### src/hw/rtl/orl_pkg.sv
// Shared codes, constants and types for the object record loader.
package orl_pkg;

   localparam int ByteWidth  = 8;
   localparam int AddrWidth  = 16;
   localparam int EventWidth = 2;
   localparam int PhaseWidth = 3;

   localparam logic [PhaseWidth-1:0] PH_MAGIC1  = 3'd0;
   localparam logic [PhaseWidth-1:0] PH_MAGIC2  = 3'd1;
   localparam logic [PhaseWidth-1:0] PH_ADDR_HI = 3'd2;
   localparam logic [PhaseWidth-1:0] PH_ADDR_LO = 3'd3;
   localparam logic [PhaseWidth-1:0] PH_CNT_HI  = 3'd4;
   localparam logic [PhaseWidth-1:0] PH_CNT_LO  = 3'd5;
   localparam logic [PhaseWidth-1:0] PH_DATA    = 3'd6;
   localparam logic [PhaseWidth-1:0] PH_HALT    = 3'd7;

   localparam logic [EventWidth-1:0] EV_WRITE   = 2'd0;
   localparam logic [EventWidth-1:0] EV_DONE    = 2'd1;
   localparam logic [EventWidth-1:0] EV_NOT_OBJ = 2'd2;
   localparam logic [EventWidth-1:0] EV_CORRUPT = 2'd3;

   localparam logic [ByteWidth-1:0] MAGIC_FIRST  = 8'h79;
   localparam logic [ByteWidth-1:0] MAGIC_SECOND = 8'h62;
   localparam logic [ByteWidth-1:0] MAGIC_SEEN   = 8'h01;

   localparam logic [AddrWidth:0] ADDR_LIMIT = 17'h0FFFF;

   typedef struct packed {
      logic                  emit;
      logic [EventWidth-1:0] event_res;
      logic [AddrWidth-1:0]  write_address;
      logic [ByteWidth-1:0]  write_data;
   } step_rsp_type;

endpackage

### src/hw/rtl/orl_parse.sv
// Record parser: phase, header and address state with the per-beat step logic.
module orl_parse (
   input  logic                         clock,
   input  logic                         reset,
   input  logic                         step_valid,
   input  logic                         kind,
   input  logic [orl_pkg::ByteWidth-1:0] byte_value,
   output orl_pkg::step_rsp_type        step_rsp
);
   import orl_pkg::*;

   logic [PhaseWidth-1:0] phase_ff, phase_in;
   logic [ByteWidth-1:0]  high_byte_ff, high_byte_in;
   logic [AddrWidth-1:0]  load_address_ff, load_address_in;
   logic [AddrWidth-1:0]  bytes_left_ff, bytes_left_in;
   logic [AddrWidth-1:0]  count;
   logic [AddrWidth:0]    range_sum;
   logic                  eos;

   assign eos       = kind;
   assign count     = {high_byte_ff, byte_value};
   assign range_sum = {1'b0, load_address_ff} + {1'b0, count};

   always_comb begin
      phase_in               = phase_ff;
      high_byte_in           = high_byte_ff;
      load_address_in        = load_address_ff;
      bytes_left_in          = bytes_left_ff;
      step_rsp.emit          = 1'b0;
      step_rsp.event_res     = EV_WRITE;
      step_rsp.write_address = '0;
      step_rsp.write_data    = '0;
      case (phase_ff)
         PH_MAGIC1: begin
            high_byte_in = (!eos && byte_value == MAGIC_FIRST) ? MAGIC_SEEN : '0;
            phase_in     = PH_MAGIC2;
         end
         PH_MAGIC2: begin
            if (high_byte_ff == MAGIC_SEEN && !eos && byte_value == MAGIC_SECOND) begin
               high_byte_in = '0;
               phase_in     = PH_ADDR_HI;
            end else begin
               step_rsp.emit      = 1'b1;
               step_rsp.event_res = EV_NOT_OBJ;
               phase_in           = PH_HALT;
            end
         end
         PH_ADDR_HI: begin
            if (eos) begin
               step_rsp.emit      = 1'b1;
               step_rsp.event_res = EV_DONE;
               phase_in           = PH_HALT;
            end else begin
               high_byte_in = byte_value;
               phase_in     = PH_ADDR_LO;
            end
         end
         PH_ADDR_LO: begin
            if (eos) begin
               step_rsp.emit      = 1'b1;
               step_rsp.event_res = EV_CORRUPT;
               phase_in           = PH_HALT;
            end else begin
               load_address_in = {high_byte_ff, byte_value};
               phase_in        = PH_CNT_HI;
            end
         end
         PH_CNT_HI: begin
            if (eos) begin
               step_rsp.emit      = 1'b1;
               step_rsp.event_res = EV_CORRUPT;
               phase_in           = PH_HALT;
            end else begin
               high_byte_in = byte_value;
               phase_in     = PH_CNT_LO;
            end
         end
         PH_CNT_LO: begin
            if (eos || range_sum > ADDR_LIMIT) begin
               step_rsp.emit      = 1'b1;
               step_rsp.event_res = EV_CORRUPT;
               phase_in           = PH_HALT;
            end else begin
               bytes_left_in = count;
               phase_in      = (count == '0) ? PH_ADDR_HI : PH_DATA;
            end
         end
         PH_DATA: begin
            if (eos) begin
               step_rsp.emit      = 1'b1;
               step_rsp.event_res = EV_CORRUPT;
               phase_in           = PH_HALT;
            end else begin
               step_rsp.emit          = 1'b1;
               step_rsp.event_res     = EV_WRITE;
               step_rsp.write_address = load_address_ff;
               step_rsp.write_data    = byte_value;
               load_address_in        = load_address_ff + 1'b1;
               bytes_left_in          = bytes_left_ff - 1'b1;
               if (bytes_left_ff == {{(AddrWidth-1){1'b0}}, 1'b1}) begin
                  phase_in = PH_ADDR_HI;
               end
            end
         end
         default: begin
            phase_in = PH_HALT;
         end
      endcase
   end

   always_ff @(posedge clock) begin
      if (reset) begin
         phase_ff        <= PH_MAGIC1;
         high_byte_ff    <= '0;
         load_address_ff <= '0;
         bytes_left_ff   <= '0;
      end else if (step_valid) begin
         phase_ff        <= phase_in;
         high_byte_ff    <= high_byte_in;
         load_address_ff <= load_address_in;
         bytes_left_ff   <= bytes_left_in;
      end
   end

   a_halt_silent: assert property (@(posedge clock) disable iff (reset)
      phase_ff == PH_HALT |-> !step_rsp.emit)
      else $error("result produced while halted");

   a_write_in_data: assert property (@(posedge clock) disable iff (reset)
      step_rsp.emit && step_rsp.event_res == EV_WRITE |-> phase_ff == PH_DATA)
      else $error("write event outside data phase");

   a_data_has_bytes: assert property (@(posedge clock) disable iff (reset)
      phase_ff == PH_DATA |-> bytes_left_ff != '0)
      else $error("data phase with no bytes left");

   a_data_in_range: assert property (@(posedge clock) disable iff (reset)
      phase_ff == PH_DATA |->
         ({1'b0, load_address_ff} + {1'b0, bytes_left_ff}) <= (ADDR_LIMIT + 1'b1))
      else $error("record runs past top of memory");

   a_halt_sticks: assert property (@(posedge clock) disable iff (reset)
      phase_ff == PH_HALT |=> phase_ff == PH_HALT)
      else $error("left halted phase without reset");

endmodule

### src/hw/rtl/object_record_loader.sv
// Object record loader top level: input beat register, parser and result register.
// Takes one object-file byte per cycle when rsp does not stall (tuser high marks end of
// stream) and gives zero or one result per byte: a memory write, or a final load-complete,
// not-an-object or corrupted verdict after which every further byte is taken and dropped
// until reset. Throughput is one beat per cycle while rsp accepts; a result beat is
// registered in turn: the input register captures the byte, the parser step runs on it
// and the result register loads the result. Back-pressure on rsp stalls the parser and
// then req.
module object_record_loader (
   input  logic        clock,
   input  logic        reset,
   input  logic        req_tvalid,
   output logic        req_tready,
   input  logic [7:0]  req_tdata,   // [7:0] byte_value
   input  logic        req_tuser,   // [0] kind
   output logic        rsp_tvalid,
   input  logic        rsp_tready,
   output logic [23:0] rsp_tdata,   // [15:0] write_address, [23:16] write_data
   output logic [1:0]  rsp_tuser    // [1:0] event_res
);
   import orl_pkg::*;

   logic                  in_valid_ff, in_valid_in;
   logic                  in_kind_ff;
   logic [ByteWidth-1:0]  in_byte_ff;
   logic                  rsp_valid_ff, rsp_valid_in;
   logic [EventWidth-1:0] rsp_event_ff;
   logic [AddrWidth-1:0]  rsp_addr_ff;
   logic [ByteWidth-1:0]  rsp_data_ff;
   logic                  req_accept;
   logic                  advance;
   step_rsp_type          step_rsp;

   assign advance     = in_valid_ff && (!rsp_valid_ff || rsp_tready);
   assign req_tready  = !in_valid_ff || advance;
   assign req_accept  = req_tvalid && req_tready;
   assign in_valid_in = req_accept || (in_valid_ff && !advance);
   assign rsp_valid_in = advance ? step_rsp.emit : (rsp_valid_ff && !rsp_tready);

   orl_parse u_parse (
      .clock      (clock),
      .reset      (reset),
      .step_valid (advance),
      .kind       (in_kind_ff),
      .byte_value (in_byte_ff),
      .step_rsp   (step_rsp)
   );

   always_ff @(posedge clock) begin
      if (reset) begin
         in_valid_ff  <= 1'b0;
         rsp_valid_ff <= 1'b0;
      end else begin
         in_valid_ff  <= in_valid_in;
         rsp_valid_ff <= rsp_valid_in;
      end
   end

   always_ff @(posedge clock) begin
      if (req_accept) begin
         in_kind_ff <= req_tuser;
         in_byte_ff <= req_tdata;
      end
      if (advance && step_rsp.emit) begin
         rsp_event_ff <= step_rsp.event_res;
         rsp_addr_ff  <= step_rsp.write_address;
         rsp_data_ff  <= step_rsp.write_data;
      end
   end

   assign rsp_tvalid = rsp_valid_ff;
   assign rsp_tuser  = rsp_event_ff;
   assign rsp_tdata  = {rsp_data_ff, rsp_addr_ff};

   a_no_step_on_stall: assert property (@(posedge clock) disable iff (reset)
      rsp_valid_ff && !rsp_tready |-> !advance)
      else $error("parser stepped while result beat stalled");

   a_step_needs_beat: assert property (@(posedge clock) disable iff (reset)
      advance |-> in_valid_ff)
      else $error("parser stepped without an input beat");

   a_hold_unstepped: assert property (@(posedge clock) disable iff (reset)
      in_valid_ff && !advance |=> in_valid_ff && $stable(in_byte_ff) && $stable(in_kind_ff))
      else $error("input beat lost before parser step");

endmodule

### config.mk
export PLATFORM = sky130hd
export DESIGN_NAME = object_record_loader
export DESIGN_NICKNAME = d
export VERILOG_FILES = /design/src/hw/rtl/orl_pkg.sv /design/src/hw/rtl/orl_parse.sv /design/src/hw/rtl/object_record_loader.sv
export SDC_FILE = /design/constraint.sdc
export NUM_CORES = 1
export LEC_CHECK = 0
export BUFFER_PORTS_ARGS = -buffer_cell sky130_fd_sc_hd__clkbuf_2
export CAP_MARGIN = 20
export CORE_UTILIZATION = 31
export CTS_BUF_LIST = sky130_fd_sc_hd__clkbuf_4
export DETAILED_ROUTE_END_ITERATION = 16
export PLACE_DENSITY = 0.51
export SLEW_MARGIN = 40
export SYNTH_ARGS = -nofsm -noshare
export SYNTH_HDL_FRONTEND = slang
export SYNTH_HIERARCHICAL = 1
export SYNTH_SLANG_ARGS = --single-unit
export TNS_END_PERCENT = 50
### constraint.sdc
create_clock -name clock -period 4.3 [get_ports clock]
set_input_delay 0.43 -clock clock [delete_from_list [all_inputs] [get_ports clock]]
set_output_delay 0.43 -clock clock [all_outputs]
set_load 0.005 [all_outputs]
## Word-level counts from Yosys, hierarchy flattened

Cells that the tools add are included.

| operators by class | value |
|---|---|
| $add $sub $neg | 3 |
| order comparisons | 1 |
| equality and inequality tests | 16 |
| mux-type cells | 25 |
| bitwise gates (word level) | 1 |
| reduce and logical (&&, ||, !) cells | 29 |

Operators by type and width:

| cell | count |
|---|---|
| 2-to-1 mux 16 bit | 4 |
| one-hot mux 16 bit (2 select lines) | 2 |
| 2-to-1 mux 3 bit | 10 |
| one-hot mux 8 bit (3 select lines) | 1 |
| one-hot mux 3 bit (7 select lines) | 1 |
| adder 16 x 16 -> 17 bit | 1 |
| > comparator 17 x 16 -> 1 bit, second input constant | 1 |
| adder 16 x 1 -> 16 bit, second input constant | 1 |
| equality test 16 x 1 -> 1 bit, second input constant | 1 |
| equality test 8 x 7 -> 1 bit, second input constant | 2 |
| logical NOT 16 bit | 1 |
| 2-to-1 mux 8 bit | 2 |
| subtractor 16 x 1 -> 16 bit, second input constant | 1 |
| one-hot mux 3 bit (5 select lines) | 1 |
| AND reduction 4 bit | 3 |
| equality test 3 bit, second input constant | 3 |
| equality test 8 x 1 -> 1 bit, second input constant | 1 |
| logical AND 1 bit | 8 |
| inequality test 2 bit, second input constant | 4 |
| equality test 3 x 2 -> 1 bit, second input constant | 2 |
| OR reduction 2 bit | 3 |
| logical NOT 1 bit | 5 |
| logical OR 1 bit | 4 |
| 2-to-1 mux 2 bit | 2 |
| other kinds (9) | 11 |

| storage, ports and cells | value |
|---|---|
| bits in registers | 80 |
| input port bits | 13 |
| output and inout port bits | 28 |
| word-level logic and storage cells | 86 |

## Depth between registers and ports, before layout

Gate-level depths: netlist of the first run.

| logic depth | value |
|---|---|
| depth after elaboration | 6 |
| mapped depth | 11 |
| mapped depth without buffers | 11 |

## Modules after synthesis

Netlist of the first run, hierarchy kept.

Modules (own cells, without submodules):

| module | times used | cells each | area an instance (um^2) | seq. area each (um^2) |
|---|---|---|---|---|
| orl_parse | 1 | 435 | 3181.8 | 860.8 |
| object_record_loader | 1 | 46 | 1157.4 | 1091.0 |

## Least setup slack after synthesis of the first run

OpenSTA, ideal clock, no wires.

| timing path | value |
|---|---|
| path kind | reg-to-reg |
| start | register in_byte_ff[0] |
| end | register rsp_addr_ff[0], enable pin |
| setup time | 412 ps |
| arrival | 3391 ps |
| data required time | 3888 ps |
| path slack | 497 ps |
| stages on the path, launching flop included | 12 |
| path buffers | 0 |
| period minus slack after synthesis | 3803 ps |
| cells stage by stage | edfxtp_1 ha_1 inv_1 fa_1 nand2b_1 a2111oi_0 o211ai_1 nand2_1 o211ai_1 nand2_1 nand2_1 nor2b_1 |

RTL lines:

| what | line | text |
|---|---|---|
| start, declared | object_record_loader.sv:25 | `logic [ByteWidth-1:0] in_byte_ff;` |
| start signal, assigned | object_record_loader.sv:62 | `in_byte_ff <= req_tdata;` |
| end signal, assigned | object_record_loader.sv:66 | `rsp_addr_ff <= step_rsp.write_address;` |
| end, declared | object_record_loader.sv:28 | `logic [AddrWidth-1:0] rsp_addr_ff;` |

==> results of run 1 <==
-- metal layers --
| layer | global-route usage [%] | wire length [microns] |
|---|---|---|
| met1 | 23.8 | 5520 |
| met2 | 25.9 | 5170 |
| met3 | 3.25 | 629 |
| met4 | 5.94 | 187 |
| met5 | 0 | 0 |
-- kinds of logic after synthesis --
family | synth area share [%]
and+or+nand+nor | 23.1
AOI/OAI and AO/OA | 21.6
DFF | 45.0
buffers and inverters | 3.55
adders and majority gates | 5.88
xor gates and xnor gates | 0.404
muxes | 0.461
-- sequential cells by signal, summed over array words and instances (netlist names) --
name,flops
in_byte_ff,8
in_kind_ff,1
in_valid_ff,1
rsp_addr_ff,16
rsp_data_ff,8
rsp_tuser,2
rsp_tvalid,1
u_parse/bytes_left_ff,16
u_parse/high_byte_ff,8
u_parse/load_address_ff,16
u_parse/phase_ff,3
-- final cells by class --
class                   count  area [sq um]
diodes                      1          2.50
well taps                 176           220
clock inverters             1          5.00
flip-flops and latches     80          1950
multi-input cells         361          2240
clock buffers              15           113
inverters                  11          41.3
repair buffers             50           279
fillers                  1418          8600
-- synth_stat cells, types with 2 or more instances --
library cell | count | area (sq um)
and2_1 | 24 | 150
or2_0 | 2 | 12.5
a311oi_1 | 3 | 26.3
buf_2 | 3 | 15.0
mux2i_1 | 2 | 20.0
clkbuf_1 | 26 | 97.6
a22oi_1 | 8 | 60.1
o31ai_1 | 8 | 60.1
nor3_1 | 14 | 70.1
a21boi_0 | 2 | 15.0
nor2b_1 | 5 | 31.3
o41ai_1 | 4 | 35.0
o32ai_1 | 5 | 43.8
nand3b_1 | 5 | 37.5
o21a_1 | 2 | 15.0
o311a_1 | 2 | 20.0
dfxtp_1 | 45 | 901
nand4_1 | 2 | 12.5
nor4_1 | 8 | 50.1
and3_1 | 6 | 37.5
ha_1 | 18 | 225
o211ai_1 | 9 | 67.6
edfxtp_1 | 35 | 1050
or4_1 | 3 | 22.5
a211oi_1 | 7 | 52.6
a31oi_1 | 5 | 31.3
a21o_1 | 2 | 15.0
nand2_1 | 48 | 180
nand3_1 | 20 | 100
nand2b_1 | 6 | 37.5
a21oi_1 | 47 | 235
inv_1 | 11 | 41.3
or3_1 | 2 | 12.5
a21boi_1 | 2 | 15.0
nor2_1 | 31 | 116
o21ai_0 | 29 | 145
o21ai_1 | 3 | 15.0
a21oi_2 | 2 | 17.5
or2_2 | 2 | 12.5
-- path summary, 6_finish.rpt --
| kind | start | end | slack (ns) | cells past startpoint |
|---|---|---|---|---|
| hold reg to reg | u_parse/bytes_left_ff[7] | u_parse/bytes_left_ff[7] | 0.48 | 2 |
| setup reg to reg | in_byte_ff[0] | rsp_addr_ff[12] | 0.89 | 12 |
| setup / recovery | in_byte_ff[0] | rsp_addr_ff[12] | 0.89 | 12 |
| hold / removal | req_tuser | in_kind_ff | 0.17 | 1 |
-- through the flow --
stage	hold slack [ns]	area (sq um)	instances	utilization, %
after floorplan	0.449	4340	481	-
after global placement	0.471	4720	677	35.1
after detailed placement	0.471	4730	678	35.1
after CTS	0.137	4850	694	36.0
after global routing	0.131	4850	695	36.1
final	0.168	4850	695	36.1
-- where the power goes --
group	internal (W)	switching (W)	total, W
clock	0.000158	0.000247	0.000406
sequential	0.000810	0.0000267	0.000837
combinational	0.0000373	0.0000565	0.0000938
-- worst max-delay path, delay by kind of cell (launching register included) --
family,cells,cell delay (ns)
adder cells (fa/ha/maj),2,0.53
buffers and inverters,2,0.37
flip-flops,1,0.51
AND/OR/NAND/NOR,5,0.74
AO/OA/AOI/OAI,3,0.95
==> qor.log, run 1 <==
[layout] proportion of layout cells with a drive suffix above 1 15.1%
[worst_setup_path] largest fanout on the critical path 26
[worst_setup_path] path type of the worst setup path reg -> reg
[clock_network] Inserted Clock Buffers 9
[die] Die Outline Area 14500 sq um
[die] I/O pin cnt 41
[layout] leading cell types in the layout, fill and taps excluded nand2_1 (48), a21oi_1 (47), dfxtp_1 (45)
[logic_synthesis] Post-synth EDFFs 35
[placement] final weighted congestion in routability-driven placement 0.852
[worst_setup_path] WP data arrival 3.51 ns
[layout] Nets 545
[worst_setup_path] Critical-path top delay cell a2111oi_0
[worst_setup_path] CP most frequent cell nand2_1
[flow_run] total of max-cap violations 0
[clock_network] Clk Latency, worst-skew pair 0.44 ns
[global_route] vias in the first global route 3565
[drt] number of DRC markers after the initial detailed-route iteration 237
[logic_synthesis] instance count of the mapped netlist 481
[layout] most common cell after layout, fill and taps aside nand2_1
[die] Die Y 120 microns
[logic_synthesis] total of flip-flops plus latches after synthesis 80
[timing] Slew Viols, Final 0
[global_route] number of antenna violations at the first check in global routing 1
[clock_network] clock-pin transition on the worst setup and hold timing paths 0.12 ns
[power] standby leakage power 1.72 nW
[clock_network] clock tree from TritonCTS done
[global_route] GRT Util Overall 17.0%
[worst_setup_path] crit-path cells ha_1 > inv_1 > fa_1 > nand2b_1 > a2111oi_0 > o211ai_1 > nand2_1 > o211ai_1 > nand2_1 > nand2_1 > nor2b_2 > buf_4
[logic_synthesis] async set-reset flop share out of synthesis 0%
[power] worst vdd rail ir drop 0.0827 mV
[drt] number of vias in the routed layout 3755
[clock_network] number of gates resized after CTS 0
[die] Starting Density 32.3%
[drt] Routed WL 11.5 mm
[worst_setup_path] largest incremental delay on the critical path 0.55 ns
[timing] unrepaired setup endpoints after global routing no
[drt] average detailed-routed wire length per instance 16.6 microns
[global_route] GRT overflow 0
[die] Die X-Extent 120 microns
[drt] post-detailed-route DRC marker count 0
[clock_network] Sinks on Clock Net 80
[die] Std-Cell Rows 42
[layout] post-synthesis to final-layout area growth 11.8%
[timing] count of final setup violators 0
[logic_synthesis] Synth Cell Area 4340 sq um
[timing] worst-case clock skew 0.0157 ns
[clock_network] root buf cell clkbuf_4
[placement] half-perimeter wire length after placement 8.14 mm
[timing] Setup TNS 0 ns
[outcome] run status complete, no violations
[timing] final critical path time including I/O delays and setup 3.41 ns
[clock_network] Hold-fix buffers, CTS 0
[logic_synthesis] Post-Synthesis Mean Instance Area 9.02 sq um
[power] Power Total 0.00134 W
[logic_synthesis] count of cell types in the netlist 62
[worst_setup_path] crit start category flip-flop
[global_route] first-pass GRT wire length 19.1 mm
[die] CORE AREA 13500 sq um
[logic_synthesis] net count after synthesis 513
[drt] number of nets still failing antenna checks after routing 0
[timing] remaining max-slew budget at the tightest pin 54.0%
[global_route] largest net degree at the start of global routing 43
[clock_network] setup bufs post-CTS 0
[clock_network] CTS Buffer Depth 2
[drt] number of iterations in the first detailed-routing pass 5
[timing] Hold Fails Final Rpt 0
[logic_synthesis] sequential element share of the synthesized area 45.0%
[placement] post-place setup slack 0.879 ns
[placement] count of buffers inserted at the top-level ports 40
[logic_synthesis] Main synth FF type dfxtp_1
[drt] average vias per placed instance 5.40
[clock_network] H-tree depth 3
[hold_path] min-delay worst type in -> reg
[timing] pin slew with the least headroom to its limit 0.683 ns
[timing] final worst setup slack 0.894 ns
[timing] maximum frequency from static timing analysis 294 MHz
[worst_setup_path] nature of the critical path endpoint flip-flop
[worst_setup_path] required arrival time at the worst endpoint 4.41 ns
[timing] post-route fraction of the period consumed by the critical path 79.2%
[logic_synthesis] number of synthesis warnings 6
[power] power density over the cells 276 nW/um^2
No activity file was read; power rests on OpenSTA's default activity.
==> run 2: changes to the inputs <==
- clock period: 4.3 -> 3.4 ns (I/O delays scaled with it)
==> qor.log, run 2 (same netlist as run 1, synthesis figures left out) <==
[worst_setup_path] crit start category flip-flop
[die] I/O pin cnt 41
[layout] leading cell types in the layout, fill and taps excluded nand2_1 (48), a21oi_1 (47), dfxtp_1 (45)
[die] Die Y 120 microns
[power] sequential share of power 57.3%
[outcome] run status complete, no violations
[global_route] first-pass GRT wire length 19.3 mm
[worst_setup_path] largest incremental delay on the critical path 0.47 ns
[power] Power Total 0.00183 W
[layout] post-synthesis to final-layout area growth 14.0%
[clock_network] Inserted Clock Buffers 9
[worst_setup_path] Critical-path top delay cell dfxtp_1
[power] power density over the cells 371 nW/um^2
[die] Starting Density 32.3%
[global_route] largest net degree at the start of global routing 42
[flow_run] total of max-cap violations 0
[worst_setup_path] nature of the critical path endpoint flip-flop
[layout] count of non-filler cells in the finished layout 701
[timing] count of final setup violators 0
[placement] final weighted congestion in routability-driven placement 0.850
[worst_setup_path] crit-path cells ha_1 > inv_1 > fa_1 > nand2b_1 > a2111oi_1 > o211ai_1 > nand2_1 > o211ai_1 > nand2_1 > nand2_1 > nor2b_2 > buf_12
[die] Std-Cell Rows 42
[timing] worst-case clock skew 0.0137 ns
[die] Die Outline Area 14500 sq um
[timing] hold_ws 0.0798 ns
[timing] remaining max-slew budget at the tightest pin 57.3%
[timing] Hold Fails Final Rpt 0
[drt] number of vias in the routed layout 3811
[clock_network] H-tree depth 3
[power] power dissipated by switching net loads 0.000436 W
[layout] most common cell after layout, fill and taps aside nand2_1
[timing] Slew Viols, Final 0
[power] Clk pwr share 35.4%
[timing] unrepaired setup endpoints after global routing no
[clock_network] clock-pin transition on the worst setup and hold timing paths 0.12 ns
[worst_setup_path] required arrival time at the worst endpoint 3.55 ns
[worst_setup_path] largest fanout on the critical path 26
[worst_setup_path] WP data arrival 3.14 ns
[timing] final critical path time including I/O delays and setup 3.00 ns
[clock_network] root buf cell clkbuf_4
[clock_network] Hold-fix buffers, CTS 0
[drt] average detailed-routed wire length per instance 17.0 microns
[drt] number of DRC markers after the initial detailed-route iteration 228
[timing] maximum frequency from static timing analysis 334 MHz
[timing] Setup TNS 0 ns
[layout] Regs by FF count rsp_addr_ff x16, u_parse/bytes_left_ff x16, u_parse/load_address_ff x16
[die] CORE AREA 13500 sq um
[drt] post-detailed-route DRC marker count 0
[layout] Nets 551
[drt] number of iterations in the first detailed-routing pass 5
[global_route] GRT overflow 0
[timing] post-route fraction of the period consumed by the critical path 88.1%
[hold_path] min-delay worst type in -> reg
[clock_network] Sinks on Clock Net 80
[power] Logic pwr share 7.3%
[worst_setup_path] CP most frequent cell nand2_1
[clock_network] clock tree from TritonCTS done
[placement] number of instances in the placed design 684
[placement] half-perimeter wire length after placement 8.57 mm
[power] switching share of power 23.8%
[timing] pin slew with the least headroom to its limit 0.635 ns
[global_route] GRT Util Overall 17.3%
[drt] average vias per placed instance 5.44
[clock_network] setup bufs post-CTS 0
[power] worst vdd rail ir drop 0.211 mV
[timing] final worst setup slack 0.404 ns
[clock_network] CTS Buffer Depth 2
[worst_setup_path] path type of the worst setup path reg -> reg
[clock_network] Clk Latency, worst-skew pair 0.44 ns
[drt] number of nets still failing antenna checks after routing 0
[power] cell internal power dissipation 0.00140 W
[die] Die X-Extent 120 microns
[placement] count of buffers inserted at the top-level ports 40
[global_route] number of antenna violations at the first check in global routing 1
[global_route] vias in the first global route 3465
[placement] post-place setup slack 0.381 ns
[drt] Routed WL 11.9 mm
[layout] proportion of layout cells with a drive suffix above 1 15.8%
[layout] FILL cells 1439
[power] standby leakage power 1.77 nW
[run 2: what timing repair did]
| item | in CTS | in global routing |
|---|---|---|
| setup endpoints to repair | 0 | 1 |
| resized for setup | 0 | 1 |
| hold endpoints to repair | 0 | 0 |
[run 2: power groups by stage]
stage	combinational, W	clock (W)	sequential [W]
after floorplan	0.0000823	0	0.00106
after global placement	0.000132	0	0.00107
after detailed placement	0.000133	0	0.00107
after CTS	0.000134	0.000667	0.00105
after global routing	0.000148	0.000703	0.00106
final	0.000133	0.000649	0.00105
[run 2: final timing paths]
| check | start | endpoint | slack [ns] | cells past startpoint |
|---|---|---|---|---|
| min | req_tuser | in_kind_ff | 0.08 | 1 |
| max | u_parse/load_address_ff[0] | rsp_addr_ff[5] | 0.40 | 12 |
| min reg2reg | u_parse/bytes_left_ff[7] | u_parse/bytes_left_ff[7] | 0.50 | 2 |
| max reg2reg | u_parse/load_address_ff[0] | rsp_addr_ff[5] | 0.40 | 12 |
[run 2: area by class of cell]
cell class / instances / area, sq um / area share, %
antenna: 1 / 2.50 / 0.0506
clock buffer: 12 / 90.1 / 1.82
clock inverter: 4 / 70.1 / 1.42
inverter: 11 / 41.3 / 0.835
multi-input combinational: 361 / 2240 / 45.2
sequential: 80 / 1950 / 39.5
tap: 176 / 220 / 4.45
timing repair buffer: 56 / 333 / 6.73
[run 2: critical path: cells and delay by family (launching register included)]
family	cells	cell delay (ns)
AOI/OAI and AO/OA	3	0.80
and+or+nand+nor	5	0.65
adders and majority gates	2	0.54
DFF	1	0.47
buffers and inverters	2	0.24
[run 2: metal layers]
metal	up-vias	global-route usage, %	wire, microns
met5	-	0	0
met4	0	5.94	216
met3	19	2.69	588
met2	117	26.6	5320
met1	1808	24.7	5810
li1	1867	-	-
[run 2: per-stage QoR]
step                      util [%]  area, sq um
after global placement        35.5         4780
after floorplan                  -         4340
after global routing          36.8         4950
after CTS                     36.7         4940
after detailed placement      35.5         4780
final                         36.8         4950
==> run 3: changes to the inputs <==
- CORE_ASPECT_RATIO: not set -> 0.9
- CORE_UTILIZATION: 31 -> 60
- PLACE_DENSITY: 0.51 -> 0.85
==> qor.log, run 3 (same netlist as run 1, synthesis figures left out) <==
[outcome] run status complete, no violations
[clock_network] CTS Buffer Depth 2
[worst_setup_path] nature of the critical path endpoint flip-flop
[flow_run] total of max-cap violations 0
[worst_setup_path] buffer and inverter count on the worst path 2
[placement] count of buffers inserted at the top-level ports 40
[timing] worst-case clock skew 0.0170 ns
[worst_setup_path] path type of the worst setup path reg -> reg
[worst_setup_path] dominant delay contributor by cell family on the critical path compound AO/OA/AOI/OAI gates
[global_route] GRT overflow 0
[drt] number of DRC markers after the initial detailed-route iteration 479
[drt] number of vias in the routed layout 3974
[worst_setup_path] Critical-path top delay cell a2111oi_1
[clock_network] setup bufs post-CTS 0
[drt] number of nets still failing antenna checks after routing 0
[layout] count of non-filler cells in the finished layout 616
[timing] unrepaired setup endpoints after global routing no
[die] I/O pin cnt 41
[worst_setup_path] required arrival time at the worst endpoint 3.57 ns
[layout] proportion of layout cells with a drive suffix above 1 15.5%
[global_route] largest net degree at the start of global routing 42
[layout] most common cell after layout, fill and taps aside nand2_1
[global_route] vias in the first global route 3528
[clock_network] clock-pin transition on the worst setup and hold timing paths 0.13 ns
[clock_network] H-tree depth 3
[global_route] number of antenna violations at the first check in global routing 0
[layout] Regs by FF count rsp_addr_ff x16, u_parse/bytes_left_ff x16, u_parse/load_address_ff x16
[timing] maximum frequency from static timing analysis 331 MHz
[drt] average vias per placed instance 6.45
[power] worst vdd rail ir drop 0.447 mV
[hold_path] min-delay worst type in -> reg
[die] Starting Density 61.6%
[die] Die X-Extent 91.6 microns
[die] Die Outline Area 7580 sq um
[placement] half-perimeter wire length after placement 7.59 mm
[timing] Setup TNS 0 ns
[die] Std-Cell Rows 29
[global_route] first-pass GRT wire length 17.4 mm
[drt] number of iterations in the first detailed-routing pass 6
[drt] post-detailed-route DRC marker count 0
[worst_setup_path] crit start category flip-flop
[layout] antenna cell count 0
[clock_network] number of gates resized after CTS 0
[clock_network] root buf cell clkbuf_4
[power] Power Total 0.00190 W
[timing] post-route fraction of the period consumed by the critical path 88.8%
[layout] leading cell types in the layout, fill and taps excluded nand2_1 (48), a21oi_1 (47), dfxtp_1 (45)
[timing] remaining max-slew budget at the tightest pin 58.8%
[timing] Slew Viols, Final 0
[placement] post-place setup slack 0.371 ns
[die] CORE AREA 7040 sq um
[worst_setup_path] crit-path cells ha_1 > inv_1 > fa_1 > nand2b_1 > a2111oi_1 > o211ai_1 > nand2_1 > o211ai_1 > nand2_1 > nand2_1 > nor2b_2 > buf_12
[clock_network] clock tree from TritonCTS done
[worst_setup_path] largest fanout on the critical path 26
[worst_setup_path] CP most frequent cell nand2_1
[timing] count of final setup violators 0
[power] power density over the cells 391 nW/um^2
[worst_setup_path] largest incremental delay on the critical path 0.48 ns
[drt] Routed WL 10.9 mm
[die] Die Y 82.7 microns
[worst_setup_path] WP data arrival 3.19 ns
[global_route] GRT Util Overall 30.3%
[drt] average detailed-routed wire length per instance 17.7 microns
[clock_network] Inserted Clock Buffers 9
[layout] post-synthesis to final-layout area growth 12.0%
[layout] final cell utilization of the core 69.0%
[worst_setup_path] flop-to-flop setup slack 0.38 ns
[clock_network] Hold-fix buffers, CTS 0
[timing] pin slew with the least headroom to its limit 0.612 ns
[clock_network] Clk Latency, worst-skew pair 0.46 ns
[placement] number of instances in the placed design 600
[timing] Hold Fails Final Rpt 0
[clock_network] Sinks on Clock Net 80
[placement] final weighted congestion in routability-driven placement 0.959
[timing] final critical path time including I/O delays and setup 3.02 ns
[power] standby leakage power 1.77 nW
[timing] final worst setup slack 0.382 ns
[layout] Nets 550
-- run 3: final timing paths --
kind / start / to / cells past startpoint
worst max-delay path: u_parse/load_address_ff[0] / rsp_addr_ff[5] / 12
worst min-delay path: req_tdata[2] / in_byte_ff[2] / 1
worst max register to register: u_parse/load_address_ff[0] / rsp_addr_ff[5] / 12
worst min register to register: u_parse/bytes_left_ff[7] / u_parse/bytes_left_ff[7] / 2
-- run 3: where the power goes --
group	switching, W	leakage (nW)	internal [W]
Combinational	0.0000811	1.01	0.0000532
Clock	0.000343	0.0942	0.000373
Sequential	0.0000267	0.659	0.00102
-- run 3: final cells by class --
cell class	instances	area (sq um)
multi-input cells	361	2240
fillers	534	2180
flip-flops and latches	80	1950
repair buffers	55	325
clock inverters	7	119
well taps	93	116
clock buffers	9	67.6
inverters	11	41.3
-- run 3: stage by stage --
step                hold slack (ns)  instance area, sq um
floorplan                     0.402                  4340
global placement              0.467                  4670
detailed placement            0.466                  4670
CTS                          0.0519                  4860
global route                 0.0399                  4860
finish                       0.0532                  4860
-- run 3: layer usage --
| metal | wire (microns) | GRT usage [%] | vias up |
|---|---|---|---|
| li1 | - | - | 1872 |
| met1 | 4750 | 41.4 | 1805 |
| met2 | 4620 | 46.3 | 263 |
| met3 | 1220 | 7.51 | 34 |
| met4 | 304 | 12.7 | 0 |
| met5 | 0 | 0 | - |
